File: src/max_min_times_sum_interval_macros.svh
// ----------------------------------------------------------------------------
// max_min_times_sum_interval assertion macros
// Shared assertion wrappers; they expand to nothing when SYNTH is defined.
// ----------------------------------------------------------------------------
`ifndef MAX_MIN_TIMES_SUM_INTERVAL_MACROS_SVH
`define MAX_MIN_TIMES_SUM_INTERVAL_MACROS_SVH
`ifndef SYNTH
`define MMTSI_ASSERT(label, clk, rst_n, prop, msg) \
  label: assert property (@(posedge clk) disable iff (!rst_n) prop) else $error(msg);
`define MMTSI_ASSERT_ALWAYS(label, clk, prop, msg) \
  label: assert property (@(posedge clk) prop) else $error(msg);
`else
`define MMTSI_ASSERT(label, clk, rst_n, prop, msg)
`define MMTSI_ASSERT_ALWAYS(label, clk, prop, msg)
`endif
`endif

File: src/mmtsi_pkg.sv
// ----------------------------------------------------------------------------
// mmtsi_pkg
// Fixed port widths and the saturation limit of the interval product.
// ----------------------------------------------------------------------------
`default_nettype none

package mmtsi_pkg;

  localparam int IN_VALUE_W = 16;
  localparam int PROD_W     = 40;

  localparam logic [PROD_W-1:0] PROD_MAX = '1;

endpackage

`default_nettype wire

File: src/mmtsi_back.sv
// ----------------------------------------------------------------------------
// mmtsi_back
// Scan engine: for every stored position it widens the interval left and
// right over elements not below the pivot, accumulates pivot times element,
// saturates and keeps the best product, then holds the result for output.
// ----------------------------------------------------------------------------
`default_nettype none
`include "max_min_times_sum_interval_macros.svh"

module mmtsi_back #(
  parameter int MAX_ELEMENTS = 256,
  parameter int VALUE_BITS   = 16
) (
  input  wire logic                                 clk,
  input  wire logic                                 rst_n,
  input  wire logic                                 job_empty,
  output logic                                      job_pop,
  input  wire logic [$clog2(MAX_ELEMENTS+1)-1:0]    job_count,
  input  wire logic                                 job_dropped,
  output logic                                      rd_en,
  output logic      [$clog2(MAX_ELEMENTS)-1:0]      rd_addr,
  input  wire logic [VALUE_BITS-1:0]                rd_data,
  output logic                                      store_free,
  output logic      [mmtsi_pkg::PROD_W-1:0]         out_best_product,
  output logic                                      out_overflow,
  output logic                                      empty,
  input  wire logic                                 pop
);

  localparam int CNT_W = $clog2(MAX_ELEMENTS + 1);
  localparam int AW    = $clog2(MAX_ELEMENTS);
  localparam int MUL_W = 2 * VALUE_BITS;
  localparam int ACC_W = MUL_W + CNT_W;
  localparam int CMP_W = (ACC_W > mmtsi_pkg::PROD_W) ? ACC_W : mmtsi_pkg::PROD_W;

  localparam logic [2:0] S_IDLE  = 3'd0;
  localparam logic [2:0] S_PIV   = 3'd1;
  localparam logic [2:0] S_PIVL  = 3'd2;
  localparam logic [2:0] S_LEFT  = 3'd3;
  localparam logic [2:0] S_RIGHT = 3'd4;
  localparam logic [2:0] S_FIN   = 3'd5;
  localparam logic [2:0] S_CMP   = 3'd6;
  localparam logic [2:0] S_OUT   = 3'd7;

  logic [2:0]                   state_r, state_nxt;
  logic [CNT_W-1:0]             count_r, count_nxt;
  logic                         drop_r, drop_nxt;
  logic [CNT_W-1:0]             pos_r, pos_nxt;
  logic [CNT_W-1:0]             idx_r, idx_nxt;
  logic [VALUE_BITS-1:0]        pivot_r, pivot_nxt;
  logic [MUL_W-1:0]             mul_r;
  logic                         mul_v_r, mul_v_nxt;
  logic [ACC_W-1:0]             acc_r;
  logic [mmtsi_pkg::PROD_W-1:0] best_r, best_nxt;
  logic [mmtsi_pkg::PROD_W-1:0] res_best_r, res_best_nxt;
  logic                         res_drop_r, res_drop_nxt;
  logic                         res_valid_r, res_valid_nxt;

  logic [CNT_W-1:0]             pos_inc;
  logic [CNT_W-1:0]             pos_dec;
  logic [CNT_W-1:0]             idx_inc;
  logic [CNT_W-1:0]             idx_dec;
  logic                         right_ok;
  logic                         take;
  logic [VALUE_BITS-1:0]        mul_a;
  logic [MUL_W-1:0]             product;
  logic [mmtsi_pkg::PROD_W-1:0] acc_sat;

  assign pos_inc  = pos_r + CNT_W'(1);
  assign pos_dec  = pos_r - CNT_W'(1);
  assign idx_inc  = idx_r + CNT_W'(1);
  assign idx_dec  = idx_r - CNT_W'(1);
  assign right_ok = (pos_inc < count_r);
  assign take     = (rd_data >= pivot_r);

  // The pivot itself arrives in the cycle after its read, before pivot_r holds it.
  assign mul_a   = (state_r == S_PIVL) ? rd_data : pivot_r;
  assign product = MUL_W'(mul_a) * MUL_W'(rd_data);

  assign acc_sat = (CMP_W'(acc_r) > CMP_W'(mmtsi_pkg::PROD_MAX)) ?
                   mmtsi_pkg::PROD_MAX : mmtsi_pkg::PROD_W'(acc_r);

  always_comb begin
    state_nxt     = state_r;
    count_nxt     = count_r;
    drop_nxt      = drop_r;
    pos_nxt       = pos_r;
    idx_nxt       = idx_r;
    pivot_nxt     = pivot_r;
    best_nxt      = best_r;
    res_best_nxt  = res_best_r;
    res_drop_nxt  = res_drop_r;
    res_valid_nxt = res_valid_r && !pop;
    mul_v_nxt     = 1'b0;
    job_pop       = 1'b0;
    store_free    = 1'b0;
    rd_en         = 1'b0;
    rd_addr       = idx_r[AW-1:0];
    unique case (state_r)
      S_IDLE: begin
        if (!job_empty) begin
          job_pop   = 1'b1;
          count_nxt = job_count;
          drop_nxt  = job_dropped;
          pos_nxt   = '0;
          best_nxt  = '0;
          state_nxt = S_PIV;
        end
      end
      S_PIV: begin
        rd_en     = 1'b1;
        rd_addr   = pos_r[AW-1:0];
        state_nxt = S_PIVL;
      end
      S_PIVL: begin
        pivot_nxt = rd_data;
        mul_v_nxt = 1'b1;
        if (pos_r != '0) begin
          rd_en     = 1'b1;
          rd_addr   = pos_dec[AW-1:0];
          idx_nxt   = pos_dec;
          state_nxt = S_LEFT;
        end else if (right_ok) begin
          rd_en     = 1'b1;
          rd_addr   = pos_inc[AW-1:0];
          idx_nxt   = pos_inc;
          state_nxt = S_RIGHT;
        end else begin
          state_nxt = S_FIN;
        end
      end
      S_LEFT: begin
        mul_v_nxt = take;
        if (take && idx_r != '0) begin
          rd_en   = 1'b1;
          rd_addr = idx_dec[AW-1:0];
          idx_nxt = idx_dec;
        end else if (right_ok) begin
          rd_en     = 1'b1;
          rd_addr   = pos_inc[AW-1:0];
          idx_nxt   = pos_inc;
          state_nxt = S_RIGHT;
        end else begin
          state_nxt = S_FIN;
        end
      end
      S_RIGHT: begin
        mul_v_nxt = take;
        if (take && idx_inc < count_r) begin
          rd_en   = 1'b1;
          rd_addr = idx_inc[AW-1:0];
          idx_nxt = idx_inc;
        end else begin
          state_nxt = S_FIN;
        end
      end
      S_FIN: begin
        // The last product lands in the accumulator during this cycle.
        state_nxt = S_CMP;
      end
      S_CMP: begin
        if (acc_sat > best_r) begin
          best_nxt = acc_sat;
        end
        if (right_ok) begin
          pos_nxt   = pos_inc;
          state_nxt = S_PIV;
        end else begin
          state_nxt = S_OUT;
        end
      end
      S_OUT: begin
        if (!res_valid_r || pop) begin
          res_best_nxt  = best_r;
          res_drop_nxt  = drop_r;
          res_valid_nxt = 1'b1;
          store_free    = 1'b1;
          state_nxt     = S_IDLE;
        end
      end
    endcase
  end

  always_ff @(posedge clk) begin
    count_r    <= count_nxt;
    drop_r     <= drop_nxt;
    pos_r      <= pos_nxt;
    idx_r      <= idx_nxt;
    pivot_r    <= pivot_nxt;
    best_r     <= best_nxt;
    res_best_r <= res_best_nxt;
    res_drop_r <= res_drop_nxt;
    mul_r      <= product;
    if (state_r == S_PIV) begin
      acc_r <= '0;
    end else if (mul_v_r) begin
      acc_r <= acc_r + ACC_W'(mul_r);
    end
  end

  always_ff @(posedge clk) begin
    if (!rst_n) begin
      state_r     <= S_IDLE;
      mul_v_r     <= 1'b0;
      res_valid_r <= 1'b0;
    end else begin
      state_r     <= state_nxt;
      mul_v_r     <= mul_v_nxt;
      res_valid_r <= res_valid_nxt;
    end
  end

  assign out_best_product = res_best_r;
  assign out_overflow     = res_drop_r;
  assign empty            = !res_valid_r;

  `MMTSI_ASSERT_ALWAYS(a_back_reset, clk, !rst_n |=> state_r == S_IDLE && !res_valid_r, "back not idle after reset")
  `MMTSI_ASSERT(a_back_result_src, clk, rst_n, $rose(res_valid_r) |-> $past(state_r) == S_OUT, "result appeared outside the output state")
  `MMTSI_ASSERT(a_back_drained, clk, rst_n, state_r == S_IDLE |-> !mul_v_r, "product pending while idle")

endmodule

`default_nettype wire

File: config.mk
export PLATFORM = sky130hd
export DESIGN_NAME = mmtsi_back
export DESIGN_NICKNAME = d
export VERILOG_FILES = /design/src/mmtsi_pkg.sv /design/src/mmtsi_back.sv
export VERILOG_INCLUDE_DIRS = /design/src /design/src/src
export SDC_FILE = /design/constraint.sdc
export NUM_CORES = 1
export LEC_CHECK = 0
export ABC_AREA = 1
export BUFFER_PORTS_ARGS = -buffer_cell sky130_fd_sc_hd__buf_2
export CORE_MARGIN = 1
export CORE_UTILIZATION = 60
export DETAILED_ROUTE_END_ITERATION = 12
export PLACE_DENSITY_LB_ADDON = 0.08
export SYNTH_ARGS = -nofsm -noshare
export SYNTH_HDL_FRONTEND = slang
export SYNTH_SLANG_ARGS = --single-unit
File: constraint.sdc
create_clock -name clk -period 13.4 [get_ports clk]
set_clock_uncertainty 0.1 [all_clocks]
set_input_delay 0 -clock clk [delete_from_list [all_inputs] [get_ports clk]]
set_output_delay 0 -clock clk [all_outputs]
set_load 0.01 [all_outputs]
After elaboration in Yosys (flattened, before gate mapping)
Cells that the tools add are included.
Storage, ports and cells
  register bits after elaboration: 203
  output and inout bits: 53
Cells by class
  add/sub/neg operators: 5
  $mul: 1
  magnitude comparators: 5
  equality and inequality tests: 14
  multiplexer cells: 38
  bitwise gates (word level): 1
  reductions and logical operators: 18
Operators by type and width (count)
  40-bit 2-to-1 mux: 3
  40-bit one-hot mux with 2 select lines: 1
  9-bit 2-to-1 mux: 6
  41-bit by 32-bit adder with 41-bit output: 1
  41-bit by 40-bit greater-than comparator with 1-bit output, second input constant: 1
  40-bit greater-than comparator: 1
  16-bit by 16-bit multiplier with 32-bit output: 1
  8-bit 2-to-1 mux: 4
  8-bit one-hot mux with 4 select lines: 1
  9-bit one-hot mux with 3 select lines: 1
  3-bit one-hot mux with 8 select lines: 1
  9-bit by 1-bit adder with 9-bit output, second input constant: 2
  9-bit less-than comparator: 2
  3-bit 2-to-1 mux: 6
  9-bit one-hot mux with 2 select lines: 1
  9-bit nonzero test: 2
  9-bit by 1-bit subtractor with 9-bit output, second input constant: 2
  16-bit >= comparator: 1
  16-bit 2-to-1 mux: 1
  2-bit inequality test, second input constant: 7
  3-bit equality test, second input constant: 4
  1-bit 2-to-1 mux: 11
  3-bit by 2-bit equality test with 1-bit output, second input constant: 2
  2-bit AND reduction: 3
  other kinds (13): 17

Depth between registers and ports, before layout
  word-level depth: 5
  depth in mapped cells: 34
  gate-level depth less buffers: 32

Worst setup path before layout
No wires, ideal clock.
  kind: flip-flop to flip-flop
  from: reg state_r[1]
  to: reg mul_r[29]
  setup time: 0.123 ns
  arrival time: 5.751 ns
  path slack: 7.426 ns
  stages on the path, launching flop included: 30
  clock period less this slack: 5.974 ns
  cell sequence: dfxtp_1 inv_2 nor2_2 inv_2 nor2_4 inv_2 buf_2 nand2_1 o21ai_2 inv_1 buf_2 nand2_1 fa_1 inv_1 fa_1 fa_1 fa_1 fa_1 inv_1 fa_1 inv_1 ha_1 nand2_1 nor2_1 inv_1 nor3_1 nand4_1 nand3_1 a21oi_1 xor2_1
On the way
  cells in the longest elaborated chain, start to end: 3
Ends and longest elaborated chain
  from (decl): line mmtsi_back.sv:45  | logic [2:0] state_r, state_nxt;
  from (signal assigned): line mmtsi_back.sv:207  | state_r <= state_nxt;
  3-bit by 2-bit equality test with 1-bit output: line mmtsi_back.sv:77  | assign mul_a = (state_r == S_PIVL) ? rd_data : pivot_r;
  16-bit 2-to-1 mux
  via mul_a[6]: line mmtsi_back.sv:65  | logic [VALUE_BITS-1:0] mul_a;
  16-bit by 16-bit multiplier with 32-bit output: line mmtsi_back.sv:78  | assign product = MUL_W'(mul_a) * MUL_W'(rd_data);
  via product[29]: line mmtsi_back.sv:66  | logic [MUL_W-1:0] product;
  to (signal assigned): line mmtsi_back.sv:193  | mul_r <= product;
  to (decl): line mmtsi_back.sv:51  | logic [MUL_W-1:0] mul_r;
The timed path passes the listed nets, and every way through them passes these cells.
A chain may end at the register's enable or synchronous reset.

Worst setup path in the final report
  from: reg state_r[1]
  to: reg mul_r[26]
The elaborated chain is that of the path after synthesis.

==> results.sh <==
export IMPL_final_common_cell="nand2_1"
export IMPL_ant_nets=0
export IMPL_nNetsFinal=3301
export IMPL_drtIter0Drc=1387
export IMPL_fin_crit_ps=7798
export IMPL_ys_seq_area_frac=0.2414
export IMPL_critPathCapture="mul_r[26]"
export IMPL_path_class="flop to flop"
export IMPL_drcViolationCount=0
export IMPL_cpPeakStageDelay_ps=1030
export IMPL_synthAdderAreaFrac=0.3070
export IMPL_core_region_area_um2=34800
export IMPL_syn_area_um2=21350
export IMPL_cp_slowest_cell="o21ai_1"
export IMPL_crit_path_end_kind="flop"
export IMPL_drv_cap=0
export IMPL_fin_crit_sh=0.5819
export IMPL_crit_buf_inv=7
export IMPL_vias=18600
export IMPL_grt_start_max_net_pins=79
export IMPL_synth_compound_area_frac=0.08637
export IMPL_synth_top_family_by_area="adder cells"
export IMPL_final_cell_mix="651 x nand2_1, 571 x inv_1, 275 x nor2_1"
export IMPL_synthSimpleGateAreaFrac=0.2227
export IMPL_ys_flop_type="edfxtp_1"
export IMPL_critPathLaunchType="flop"
export IMPL_htreeDepth=1
export IMPL_path_cells="inv_2 > nor2_2 > inv_2 > nor2_4 > inv_2 > o21ai_1 > inv_1 > nand2_1 > fa_1 > fa_1 > inv_1 > fa_1 > fa_1 > fa_1 > inv_1 > fa_1 > inv_1 > ha_1 > a21oi_1 > o21a_1 > o21ai_0 > a21oi_1 > o21bai_1 > xor2_1"
export IMPL_clock_latency_ps=550
export IMPL_routed_wl_mm=58.59
export IMPL_port_buffer_count=82
export IMPL_tightest_slew_ps=1278
export IMPL_synthCells=2802
export IMPL_final_fill_count=3040
export IMPL_synth_cell_types=50
export IMPL_clockRootBuffer="clkbuf_16"
export IMPL_clk_pin_slew_worst_paths_ps=60
export IMPL_synthXorXnorAreaFrac=0.02338
export IMPL_grt_antenna_before_repair=0
export IMPL_rsz0062_at_grt="no"
export IMPL_slew_viol_final=0
export IMPL_fmax_ghz=0.1282
export IMPL_hold_path_class="primary input to flop"
export IMPL_synthMuxAreaShare=0
export IMPL_gp_congestion=1.005
export IMPL_initial_core_util=0.6137
export IMPL_wl_per_cell_um=17.56
export IMPL_r2r_start="state_r[1]"
export IMPL_row_count=68
export IMPL_ys_seq_elements=203
export IMPL_cp_num_cells=24
export IMPL_synth_async_reset_ratio=0
export IMPL_cp_arrival_ps=8130
export IMPL_dr_pass1_iters=7
export IMPL_register_area_um2=5155
export IMPL_synthesis_nets=3239
export IMPL_multiInputGateArea_um2=13680
export IMPL_synth_edf_count=109
export IMPL_reg2regPathDepth=24
export IMPL_track_usage=0.3296
export IMPL_post_cts_buffers=0
export IMPL_cts_sinks=203
export IMPL_slew_headroom=0.1462
export IMPL_fp_dieW_um=190.7
export IMPL_cts_buffer_depth=3
export IMPL_tritoncts="built"
export IMPL_die_h_um=190.7
export IMPL_finalSetupViolCount=0
export IMPL_fin_tns_setup_ps=0
export IMPL_syn_to_final_growth_pct=7.734
export IMPL_yosysWarnings=0
export IMPL_drive_gt1_frac=0.06003
export IMPL_worst_r2r_endpoint="mul_r[26]"
export IMPL_crit_path_frequent_cell="fa_1"
export IMPL_dieArea_um2=36350
export IMPL_num_antenna_cells=0
export IMPL_place_hpwl_mm=47.04
export IMPL_gr_total_overflow=0
export IMPL_hold_viol=0
export IMPL_grt_pass1_vias=18540
export IMPL_viasPerCell=5.575
export IMPL_crit_path_start="state_r[1]"
export IMPL_status="finished, final reports clean"
export IMPL_grt_pass1_wl_mm=93.98
export IMPL_cp_required_ps=13730
export IMPL_cp_max_fo=38
export IMPL_ios=83
export IMPL_ff2ff_setup_slack_ps=5600
export IMPL_cts_made_buffers=24
export IMPL_syn_avg_cell_area_um2=7.621
export IMPL_cp_top_family="adder cells"
==> per-layer routing <==
metal,vias up,GRT usage,wire length (µm)
met1,8828,0.4304,24750
met5,-,0,0
met4,0,0.1437,2764
met3,177,0.03699,3925
li1,8901,-,-
met2,698,0.5522,27160
==> cell usage after synthesis (14+ instances only) <==
cell type  number  area, µm²
xor2_1         42      367.9
buf_2          23      115.1
inv_1         571       2143
o21bai_1       14      105.1
fa_1          195       3904
dfxtp_1        94       1882
nand3_1       139      695.7
o211ai_1       17      127.6
a21oi_1       168      840.8
nand4_1        39      244.0
o21ai_0        76      380.4
xnor2_1        15      131.4
ha_1          212       2653
clkbuf_1       34      127.6
nand2_1       651       2444
nor3_1         22      110.1
edfxtp_1      109       3273
nor2_1        275       1032
==> worst min path at each step <==
stage	slack, ps	cells after the start	end	start
2_1_floorplan	-1	0	count_r[0]	job_count[0]
3_3_place_gp	80	1	count_r[4]	job_count[4]
3_5_place_dp	80	1	count_r[8]	job_count[8]
4_1_cts	50	2	count_r[1]	job_count[1]
5_1_grt	60	2	count_r[2]	job_count[2]
6_report	70	2	count_r[2]	job_count[2]
==> metrics by stage <==
stage	utilization	instance area, µm²	setup WS (ps)	hold WS [ps]	cells
4_1_cts	0.6611	23010	5777	49.56	3337
3_3_place_gp	0.6341	22070	5935	77.74	3276
6_report	0.6611	23010	5602	70.64	3337
3_5_place_dp	0.6341	22070	5798	78.44	3276
2_1_floorplan	-	21350	7426	-1.131	2802
5_1_grt	0.6611	23010	5264	61.06	3337
==> state kept, by name, summed over array words and instances, names as in the netlist <==
signal	cells
idx_r	9
pos_r	9
best_r	40
mul_v_r	1
drop_r	1
out_best_product	40
res_valid_r	1
count_r	9
state_r	3
acc_r	41
mul_r	32
out_overflow	1
pivot_r	16
==> what timing repair did <==
action	CTS	global route
endpoints found under the setup margin	0	0
gates resized for setup	0	0
hold endpoints to repair	29	0
hold buffers	17	0
==> kinds of logic (layout without fill, tap and decap cells) <==
kind of cell               after synthesis  count (layout)
and+or+nand+nor                       1156            1156
buffers and inverters                  657             737
adders and majority gates              407             407
AOI/OAI and AO/OA                      322             322
DFF                                    203             203
xor gates and xnor gates                57              57
==> cell type report <==
class	count	area share
tap	455	0.02475
clock buffer	28	0.02855
inverter	588	0.09605
multi-input combinational	1942	0.5945
timing repair buffer	105	0.02719
clock inverter	16	0.004895
sequential	203	0.2241
Power is not shown: default switching activity piles up to over one toggle a cycle in this logic, so the estimate is an artifact.
