### config.mk
export PLATFORM = sky130hd
export DESIGN_NAME = mmtsi_jobq
export DESIGN_NICKNAME = d
export VERILOG_FILES = /design/src/mmtsi_jobq.sv
export VERILOG_INCLUDE_DIRS = /design/src /design/src/src
export SDC_FILE = /design/constraint.sdc
export NUM_CORES = 1
export LEC_CHECK = 0
export BUFFER_PORTS_ARGS = -buffer_cell sky130_fd_sc_hd__buf_2
export CAP_MARGIN = 10
export CELL_PAD_IN_SITES_DETAIL_PLACEMENT = 1
export CELL_PAD_IN_SITES_GLOBAL_PLACEMENT = 2
export CORE_UTILIZATION = 30
export CTS_CLUSTER_DIAMETER = 30
export DETAILED_ROUTE_END_ITERATION = 6
export GPL_ROUTABILITY_DRIVEN = 1
export GPL_TIMING_DRIVEN = 0
export PLACE_DENSITY = 0.78
export SYNTH_ARGS = -nofsm -noshare
export SYNTH_HDL_FRONTEND = slang
export SYNTH_SLANG_ARGS = --single-unit
### constraint.sdc
create_clock -name clk -period 1.8 [get_ports clk]
set_clock_uncertainty 0.15 [all_clocks]
set_input_delay 0.36 -clock clk [delete_from_list [all_inputs] [get_ports clk]]
set_output_delay 0.36 -clock clk [all_outputs]
set_load 0.01 [all_outputs]
### src/max_min_times_sum_interval_macros.svh
// ----------------------------------------------------------------------------
// max_min_times_sum_interval assertion macros
// Shared assertion wrappers; they expand to nothing when SYNTH is defined.
// ----------------------------------------------------------------------------
`ifndef MAX_MIN_TIMES_SUM_INTERVAL_MACROS_SVH
`define MAX_MIN_TIMES_SUM_INTERVAL_MACROS_SVH
`ifndef SYNTH
`define MMTSI_ASSERT(label, clk, rst_n, prop, msg) \
  label: assert property (@(posedge clk) disable iff (!rst_n) prop) else $error(msg);
`define MMTSI_ASSERT_ALWAYS(label, clk, prop, msg) \
  label: assert property (@(posedge clk) prop) else $error(msg);
`else
`define MMTSI_ASSERT(label, clk, rst_n, prop, msg)
`define MMTSI_ASSERT_ALWAYS(label, clk, prop, msg)
`endif
`endif

### src/mmtsi_jobq.sv
// ----------------------------------------------------------------------------
// mmtsi_jobq
// Two-entry queue of sequence descriptors between the front and the back.
// ----------------------------------------------------------------------------
`default_nettype none
`include "max_min_times_sum_interval_macros.svh"

module mmtsi_jobq #(
  parameter int WIDTH = 10
) (
  input  wire logic             clk,
  input  wire logic             rst_n,
  input  wire logic             push,
  input  wire logic [WIDTH-1:0] wr_data,
  output logic                  full,
  input  wire logic             pop,
  output logic      [WIDTH-1:0] rd_data,
  output logic                  empty
);

  logic [WIDTH-1:0] slot_r [2];
  logic             wr_ptr_r;
  logic             rd_ptr_r;
  logic [1:0]       cnt_r;
  logic             do_push;
  logic             do_pop;

  assign full    = (cnt_r == 2'd2);
  assign empty   = (cnt_r == 2'd0);
  assign do_push = push && !full;
  assign do_pop  = pop && !empty;
  assign rd_data = slot_r[rd_ptr_r];

  always_ff @(posedge clk) begin
    if (do_push) begin
      slot_r[wr_ptr_r] <= wr_data;
    end
  end

  always_ff @(posedge clk) begin
    if (!rst_n) begin
      wr_ptr_r <= 1'b0;
      rd_ptr_r <= 1'b0;
      cnt_r    <= 2'd0;
    end else begin
      if (do_push) begin
        wr_ptr_r <= !wr_ptr_r;
      end
      if (do_pop) begin
        rd_ptr_r <= !rd_ptr_r;
      end
      if (do_push && !do_pop) begin
        cnt_r <= cnt_r + 2'd1;
      end else if (do_pop && !do_push) begin
        cnt_r <= cnt_r - 2'd1;
      end
    end
  end

  `MMTSI_ASSERT(a_jobq_cnt_range, clk, rst_n, cnt_r <= 2'd2, "job queue count out of range")
  `MMTSI_ASSERT(a_jobq_ptr_match, clk, rst_n, cnt_r != 2'd1 |-> wr_ptr_r == rd_ptr_r, "job queue pointers disagree with count")

endmodule

`default_nettype wire

Yosys cells after proc, flatten, opt, wreduce, memory -nomap -nowiden
Memories as Yosys holds them, arrays and structs flattened. A register that Yosys moved wholly into a read port is not among the register bits.
Index checks and enable logic that the tools add are counted.
{ "word_totals": {"reg_bits": 4, "out_inout_bits": 12, "word_cells": 25, "inputBits": 14, "memories": 1, "ram_bits": 20} }
{ "op_classes": {"n_reduce_logical": 12, "n_eq_ne": 1, "muxes": 6, "add_sub_neg": 2} }
{ "memory_table": {"columns": ["memory", "depth", "width", "read_ports", "rd_ports_with_merged_regs", "write_ports", "line", "source"], "rows": [
  ["slot_r", 2, 10, 1, 1, 1, "mmtsi_jobq.sv:21", "logic [WIDTH-1:0] slot_r [2];"]
]} }
{ "ops": {"columns": ["op", "count"], "rows": [
  ["$logic_not A1 Y1", 6],
  ["$logic_and A1 B1 Y1", 4],
  ["$mux W1", 4],
  ["$mux W2", 2],
  ["$add A2 B1 Y2 const B", 1],
  ["$eq A2 B2 Y1 const B", 1],
  ["$logic_not A2 Y1", 1],
  ["$reduce_bool A2 Y1", 1],
  ["$sub A2 B1 Y2 const B", 1]
]} }

Longest topological paths before layout
Gate-level depths: netlist of run 1.
{ "logic_depth": {"word_depth": 7, "depth_mapped": 7, "mapped_depth_nobuf": 7} }

Worst setup path after synthesis of run 1
Ideal clock, no wire load.
{ "synth_timing": {"kind": "register to register", "start": "reg cnt_r[0]", "end": "reg cnt_r[1]", "setup_time_ps": 70, "stages_incl_launch_ff": 7, "arrival_time_ps": 1477, "synth_period_minus_slack_ps": 1697, "path_buffers": 0, "setup_slack_ps": 103, "required_ps": 1580, "path_cell_list": "dfxtp_1 -> nand2b_1 -> inv_1 -> nor2_1 -> ha_1 -> or3_1 -> a21oi_1"} }
{ "synth_between": {"elab_chain_cells": 6, "elab_cells_between_ends": 15, "cone_classes": "add/sub (2); eq/ne (1); mux (2); reduce/logical (10)"} }
{ "synth_lines": {"columns": ["element", "line", "source"], "rows": [
  ["from (decl)", "mmtsi_jobq.sv:24", "logic [1:0] cnt_r;"],
  ["from (signal assigned)", "mmtsi_jobq.sv:53", "cnt_r <= cnt_r + 2'd1;"],
  ["from (signal assigned)", "mmtsi_jobq.sv:55", "cnt_r <= cnt_r - 2'd1;"],
  ["$eq A2 B2 Y1 (*)", "mmtsi_jobq.sv:28", "assign full = (cnt_r == 2'd2);"],
  ["via full", "mmtsi_jobq.sv:15", "output logic full,"],
  ["$logic_not A1 Y1 (*)", "mmtsi_jobq.sv:30", "assign do_push = push && !full;"],
  ["$logic_and A1 B1 Y1 (*)", "mmtsi_jobq.sv:30", null],
  ["via do_push", "mmtsi_jobq.sv:25", "logic do_push;"],
  ["$logic_not A1 Y1", "mmtsi_jobq.sv:54", "end else if (do_pop && !do_push) begin"],
  ["$logic_and A1 B1 Y1", "mmtsi_jobq.sv:54", null],
  ["$reduce_bool A2 Y1 (no source line)", null, null]
]} }
The timed path passes the listed nets; every way through them passes the cells marked *. The select of a mux whose other input is x is not followed.
A chain may end at the register's enable or synchronous reset.

==> tab_implementation.tex, run 1 <==
\begin{tabular}{lr}
\hline
Metric & Value \\
\hline
\multicolumn{2}{l}{\textbf{Synthesis}} \\
\quad Number of warnings issued by yosys & 0 \\
\quad Flip-flop and latch count after synthesis & 25 \\
\quad Cell type with the largest total area after synthesis & edfxtp\_1 \\
\quad Cells after Synth & 57 \\
\quad Main flop type after synthesis & edfxtp\_1 \\
\quad Number of synthesized flops with an enable pin & 20 \\
\quad Fraction of the yosys area taken by sequential cells & 0.741 \\
\quad Top-area cell type share of the netlist area & 0.635 \\
\quad Distinct cells, synth & 16 \\
\quad Post-Syn Area per Cell & 16.6 um2 \\
\quad Top-count cell post-synth & edfxtp\_1 \\
\quad Area of the mapped netlist & 946 um2 \\
\quad Asr flop ratio synth & 0 \\
\quad Most frequent cells after synthesis & edfxtp\_1 (20), mux2\_2 (10), dfxtp\_1 (5), nor2\_1 (5) \\
\quad Top area cells in the synthesized netlist & edfxtp\_1 (63\%), mux2\_2 (12\%), dfxtp\_1 (11\%) \\
\quad Synthesized Nets & 72 \\
\multicolumn{2}{l}{\textbf{Cells and area}} \\
\quad Antenna diodes & 0 \\
\quad Area growth from synthesis to layout & 35.2\% \\
\quad Number of nets in the layout & 104 \\
\quad Fraction of final layout cells sized beyond drive strength 1 & 0.545 \\
\quad Final design instance area without fill & 1280 um2 \\
\quad Filler cells & 307 \\
\multicolumn{2}{l}{\textbf{CTS}} \\
\quad CTS tree & built \\
\quad Root Buffer & clkbuf\_4 \\
\quad Skew-Pair Late Insertion Delay & 0.30 ns \\
\quad Number of hold buffers added after CTS & 0 \\
\quad Maximum count of clock buffers along a single path & 2 \\
\quad Number of buffers created by CTS & 3 \\
\quad Number of sinks driven by the clock tree & 25 \\
\quad Number of levels in the clock H-tree & 1 \\
\quad CTS clock-pin slew for the worst setup and hold paths & $\sim$0.13 ns \\
\multicolumn{2}{l}{\textbf{Floorplanning}} \\
\quad Die H & 58.2 um \\
\quad Number of rows in the core area & 20 \\
\quad Core area & between 3000 and 4000 um2 \\
\quad Die width & just under 60 um \\
\quad Area of the die & 3380 um2 \\
\quad Top Ports & 26 \\
\quad Initial core utilization & 0.312 \\
\multicolumn{2}{l}{\textbf{Global routing}} \\
\quad Via count of the first global-routing pass & 564 \\
\quad First-pass GRT wire length & about 2500 um \\
\quad Overall global routing resource usage & 0.105 \\
\quad Maximum number of pins on one net before global-route repair & 14 \\
\quad Initial antenna violation count & 0 \\
\quad Sum of overflow across all layers after global routing & 0 \\
\multicolumn{2}{l}{\textbf{Worst setup path}} \\
\quad Most common cell type on the critical path & buf\_6 \\
\quad Category of the worst setup path capture point & primary output \\
\quad Worst Path Arrival & around 1.3 ns \\
\quad Critical Path RT & 1.29 ns \\
\quad Longest individual stage delay on the worst path & approximately 0.36 ns \\
\quad CP max-delay cell & dfxtp\_2 \\
\quad Critical setup path kind & register to primary output \\
\quad Cell Chain, Critical Path & buf\_6 > mux2\_2 > buf\_6 \\
\quad Max FO, Critical Path & 5 \\
\quad Category of the worst setup path launch point & register \\
\multicolumn{2}{l}{\textbf{Drt}} \\
\quad Remaining antenna violation count after routing & 0 \\
\quad Drt drc & 0 \\
\quad Post-DR vias/cell & 4.31 \\
\quad Number of vias after detailed routing & 569 \\
\quad Total length of routed wires & approximately 1700 um \\
\quad Final routed wire length divided by cell count & 12.7 um \\
\quad DRT iter0 DRCs & 10 \\
\quad First-pass detailed-route iteration total & 2 \\
\multicolumn{2}{l}{\textbf{Placed design}} \\
\quad Post-DP HPWL & 1140 um \\
\quad Placed cell areas & between 1000 and 1500 um2 \\
\quad Number of I/O port buffers & 25 \\
\quad Routability congestion estimate from global placement & 0.659 \\
\multicolumn{2}{l}{\textbf{STA}} \\
\quad Worst Hold Slack & 0.0852 ns \\
\quad Accumulated negative setup slack & 0 ns \\
\quad Final critical path time including I/O delays and setup & 1.76 ns \\
\quad Slew @ Worst Pin & 0.581 ns \\
\quad Unrepaired setup endpoints after global routing & true \\
\quad Slew Limit Fails & 0 \\
\quad Part of the cycle the worst path needs & 0.978 \\
\quad Final hold violations & 0 \\
\quad Top achievable clock speed & 568 MHz \\
\quad Final-report setup violation count & 0 \\
\quad Worst slew margin relative to its limit & 0.611 \\
\multicolumn{2}{l}{\textbf{Min path}} \\
\quad Hold crit path type & primary input to register \\
\multicolumn{2}{l}{\textbf{Power and ir drop}} \\
\quad Power per unit of standard cell area & about 1300 nW/um2 \\
\quad Power share of the combinational group & 0.392 \\
\quad Maximum resistive drop on vdd & 0.627 mV \\
\quad Fraction of power spent switching nets & 0.295 \\
\quad Static leakage & between 0.5 and 0.6 nW \\
\quad Part of the power in registers & 0.470 \\
\quad Net Sw Power & 0.000506 W \\
\quad Total Power & 0.00171 W \\
\quad Internal power component & between 0.001 and 0.0015 W \\
\quad Clock group share of total power & 0.138 \\
\multicolumn{2}{l}{\textbf{Run}} \\
\quad Max-cap violations & 0 \\
\multicolumn{2}{l}{\textbf{Run status}} \\
\quad Status & complete, no violations \\
\hline
\end{tabular}
-- metrics by stage --
step	setup slack, ns	util	std cells
after floorplan	0.103	-	57
after global placement	-0.0828	0.372	126
after detailed placement	-0.146	0.372	126
after CTS	0.00141	0.391	132
after global routing	-0.0270	0.422	132
final	0.0393	0.422	132
-- final cells by class --
class,instances,area (um2),area share
flip-flops and latches,25,707,0.553
inverters,3,11.3,0.00881
multi-input cells,28,262,0.205
plain buffers,1,11.3,0.00881
repair buffers,27,206,0.161
clock buffers,4,26.3,0.0205
well taps,44,55.1,0.0431
-- power by group through the flow --
stage	Clock (W)	Combinational [W]	Sequential [W]
after detailed placement	0	0.000483	0.000794
after CTS	0.000252	0.000533	0.000794
after global routing	0.000276	0.000727	0.000819
after floorplan	0	0.000326	0.000780
final	0.000236	0.000671	0.000805
after global placement	0	0.000472	0.000787
-- worst max-delay path: cells and delay by family (launching register included) --
family                 cells  cell delay [ns]
flip-flops                 1             0.36
buffers and inverters      2             0.25
multiplexers               1             0.34
-- placed cells by master, fill, tap and decap left out, drive strengths merged --
| cell | n |
|---|---|
| nor3 | 1 |
| dfxtp | 5 |
| a21boi | 1 |
| edfxtp | 20 |
| or3 | 1 |
| xor2 | 3 |
| clkbuf | 4 |
| mux2 | 10 |
| a21oi | 1 |
| o21ai | 2 |
| o21a | 1 |
| buf | 28 |
| ha | 1 |
| nand2b | 1 |
| inv | 3 |
| and3 | 1 |
| nor2 | 5 |
-- flip-flops by register name, indices dropped and copies added, names as in the netlist, named ones only --
name / flops
cnt_r: 2
slot_r: 20
wr_ptr_r: 1
rd_ptr_r: 1
-- path summary, 6_finish.rpt --
kind / from / to / slack, ns / depth (start not counted)
max: register / rd_data[9] / 0.04 / 3
min reg2reg: rd_ptr_r / rd_ptr_r / 0.37 / 2
max reg2reg: cnt_r[0] / cnt_r[1] / 0.08 / 6
min: wr_data[6] / slot_r[0][6] / 0.09 / 1
-- routing by layer --
| layer | part of all wire | track usage | vias to the layer above |
|---|---|---|---|
| li1 | - | - | 272 |
| met5 | 0 | 0 | - |
| met1 | 0.45 | 0.125 | 276 |
| met2 | 0.49 | 0.179 | 19 |
| met3 | 0.049 | 0.0313 | 2 |
| met4 | 0.0078 | 0.0408 | 0 |
-- cell families after synthesis --
kind of cell	Yosys count	share of synthesized area
compound gates	5	0.0317
buf+inv	4	0.0172
fa+ha+maj	1	0.0132
flops	25	0.741
mux	10	0.119
xor+xnor	3	0.0278
simple gates	9	0.0503
-- what timing repair did --
action | CTS | global route
pin swaps | 0 | 1
cloned | 1 | 0
buffers inserted | 1 | 0
resized for setup | 8 | 19
setup endpoints to repair | 22 | 10
No activity file was read; power rests on OpenSTA's default activity.
==> run 2: changes to the inputs <==
--- a/config.mk
+++ b/config.mk
@@ -10,12 +10,14 @@
 export CAP_MARGIN = 10
 export CELL_PAD_IN_SITES_DETAIL_PLACEMENT = 1
 export CELL_PAD_IN_SITES_GLOBAL_PLACEMENT = 2
+export CORE_MARGIN = 2
 export CORE_UTILIZATION = 30
 export CTS_CLUSTER_DIAMETER = 30
 export DETAILED_ROUTE_END_ITERATION = 6
 export GPL_ROUTABILITY_DRIVEN = 1
 export GPL_TIMING_DRIVEN = 0
 export PLACE_DENSITY = 0.78
+export REMOVE_ABC_BUFFERS = 1
 export SYNTH_ARGS = -nofsm -noshare
 export SYNTH_HDL_FRONTEND = slang
 export SYNTH_SLANG_ARGS = --single-unit
==> run 2 against run 1 <==
  * Critical path depth shrank 1
  * Non-clock buffer count shrank 3
  * Combinational power shrank 27%
  * Largest power group unchanged
  * Maximum frequency grew 0.17%
  * Highest routed layer unchanged
  * Sequential power grew 3.1%
  * Die area grew 7.0%
  * Core utilization shrank 3.2 points
  * Register-to-register slack is essentially flat
  * Largest cell class unchanged
==> tab_implementation.tex, run 2 (synthesis results as in run 1) <==
\begin{tabular}{lr}
\hline
Metric & Value \\
\hline
\multicolumn{2}{l}{\textbf{Run status}} \\
\quad Status & complete, no violations \\
\multicolumn{2}{l}{\textbf{Global routing}} \\
\quad First-pass GRT wire length & 2420 um \\
\quad Initial antenna violation count & 0 \\
\quad Via count of the first global-routing pass & 563 \\
\quad Sum of overflow across all layers after global routing & 0 \\
\quad Maximum number of pins on one net before global-route repair & 14 \\
\quad Overall global routing resource usage & 0.0974 \\
\multicolumn{2}{l}{\textbf{Cells and area}} \\
\quad Biggest registers after layout & slot\_r (20), cnt\_r (2) \\
\quad Largest register FFs & 20 \\
\quad Largest Register & slot\_r \\
\quad Fraction of final layout cells sized beyond drive strength 1 & 0.541 \\
\quad Final design instance area without fill & around 1200 um2 \\
\quad Number of nets in the layout & 101 \\
\quad Commonest non-fill, non-tap cells in the layout & buf\_2 (25), edfxtp\_1 (20), mux2\_2 (9) \\
\quad Filler cells & 318 \\
\quad Area growth from synthesis to layout & 25.0\% \\
\quad Antenna diodes & 0 \\
\quad Most frequent standard cell in the layout excluding fill and tap cells & buf\_2 \\
\multicolumn{2}{l}{\textbf{Floorplanning}} \\
\quad Die width & 60.2 um \\
\quad Number of rows in the core area & 20 \\
\quad Die H & 60.2 um \\
\quad Top Ports & 26 \\
\quad Initial core utilization & 0.312 \\
\quad Area of the die & 3620 um2 \\
\quad Core area & slightly above 3000 um2 \\
\multicolumn{2}{l}{\textbf{CTS}} \\
\quad Number of buffers created by CTS & 3 \\
\quad Skew-Pair Late Insertion Delay & 0.31 ns \\
\quad Root Buffer & clkbuf\_4 \\
\quad Maximum count of clock buffers along a single path & 2 \\
\quad Number of buffers inserted to repair setup after CTS & 0 \\
\quad CTS clock-pin slew for the worst setup and hold paths & around 0.12 ns \\
\quad CTS tree & built \\
\quad Number of hold buffers added after CTS & 0 \\
\quad Number of sinks driven by the clock tree & 25 \\
\quad Number of levels in the clock H-tree & 1 \\
\multicolumn{2}{l}{\textbf{Drt}} \\
\quad Post-DR vias/cell & $\sim$4.3 \\
\quad Remaining antenna violation count after routing & 0 \\
\quad Total length of routed wires & 1600 um \\
\quad Number of vias after detailed routing & between 500 and 600 \\
\quad DRT iter0 DRCs & 7 \\
\quad Final routed wire length divided by cell count & $\sim$12 um \\
\quad Drt drc & 0 \\
\quad First-pass detailed-route iteration total & 2 \\
\multicolumn{2}{l}{\textbf{STA}} \\
\quad Top achievable clock speed & 569 MHz \\
\quad Final hold violations & 0 \\
\quad Setup WS post-layout & between 0.04 and 0.05 ns \\
\quad Part of the cycle the worst path needs & 0.977 \\
\quad Final critical path time including I/O delays and setup & 1.76 ns \\
\quad Slew @ Worst Pin & 0.577 ns \\
\quad Slew Limit Fails & 0 \\
\quad Unrepaired setup endpoints after global routing & true \\
\quad Worst slew margin relative to its limit & 0.614 \\
\quad Final-report setup violation count & 0 \\
\multicolumn{2}{l}{\textbf{Worst setup path}} \\
\quad Count of cells along the worst register-to-register path & 6 \\
\quad Worst Path Arrival & 1.25 ns \\
\quad Max FO, Critical Path & 10 \\
\quad Critical Path RT & $\sim$1.3 ns \\
\quad Category of the worst setup path launch point & register \\
\quad Category of the worst setup path capture point & primary output \\
\quad Critical setup path kind & register to primary output \\
\quad Register-to-register path setup slack & about 0.080 ns \\
\quad Worst reg2reg endpoint & cnt\_r[1] \\
\quad RR Startpoint & cnt\_r[0] \\
\multicolumn{2}{l}{\textbf{Placed design}} \\
\quad Number of I/O port buffers & 25 \\
\quad Routability congestion estimate from global placement & $\sim$0.68 \\
\quad Pre-CTS WS & -0.144 ns \\
\quad Post-DP HPWL & 1150 um \\
\quad Placed cell areas & about 1100 um2 \\
\multicolumn{2}{l}{\textbf{Power and ir drop}} \\
\quad Maximum resistive drop on vdd & roughly 0.46 mV \\
\quad Power per unit of standard cell area & 1320 nW/um2 \\
\quad Static leakage & roughly 0.46 nW \\
\multicolumn{2}{l}{\textbf{Run}} \\
\quad Max-cap violations & 0 \\
\multicolumn{2}{l}{\textbf{Min path}} \\
\quad Hold Startpoint & wr\_data[9] \\
\quad Depth of the worst hold-timing path & 1 \\
\quad Hold EP & slot\_r[1][9] \\
\quad Hold crit path type & primary input to register \\
\hline
\end{tabular}
[run 2: changes by cell type in the layout (fill, tap and decap cells not counted)]
cell | previous run | this run
buf_6 | 12 | 0
buf_2 | 15 | 25
mux2_2 | 6 | 9
mux2_4 | 4 | 1
buf_4 | 1 | 0
dfxtp_2 | 2 | 1
dfxtp_4 | 1 | 2
or3_1 | 1 | 0
or3_4 | 0 | 1
[run 2: cell type report]
class	instances	area, um2	share of cell area
repair buffers	25	125	0.106
well taps	44	55.1	0.0466
multi-input cells	28	255	0.216
flip-flops and latches	25	709	0.600
clock buffers	4	26.3	0.0222
inverters	3	11.3	0.00952
[run 2: critical path, stage by stage, from the launching register on]
cell	delay, ns
dfxtp_4	0.45
mux2_2	0.35
buf_2	0.14
[run 2: worst max-delay path by stage]
stage	from	end	slack, ns	cells past startpoint
6_report	register	rd_data[3]	0.04	2
2_1_floorplan	cnt_r[0]	cnt_r[1]	0.10	6
5_1_grt	register	rd_data[7]	-0.04	2
3_3_place_gp	cnt_r[0]	slot_r[0][0]	-0.06	3
3_5_place_dp	cnt_r[0]	slot_r[0][7]	-0.14	3
4_1_cts	register	rd_data[4]	-0.008	2
[run 2: timing repair]
item | in CTS | in global routing
pin swaps | 0 | 1
gates cloned | 0 | 0
resized for setup | 5 | 7
setup endpoints to repair | 22 | 11
[run 2: layer usage]
metal	track usage	routed length [um]	part of all wire
met1	0.0887	635	0.40
met2	0.179	829	0.52
met3	0.0325	109	0.068
met4	0.0667	25	0.016
met5	0	0	0
[run 2: metrics by stage]
step,utilization,setup TNS (ns),cells,hold WS (ns),power [W]
3_3_place_gp,0.370,-0.644,125,0.336,0.00125
2_1_floorplan,-,0,56,0.309,0.00110
6_report,0.390,0,129,0.0785,0.00156
4_1_cts,0.383,-0.00821,129,0.0554,0.00154
5_1_grt,0.390,-0.317,129,0.0347,0.00167
3_5_place_dp,0.370,-1.51,125,0.344,0.00127
[run 2: report_power, final]
group	switching [W]	total, W	internal (W)
clock network	0.000154	0.000241	0.0000867
registers	0.0000813	0.000830	0.000748
logic	0.000235	0.000487	0.000252
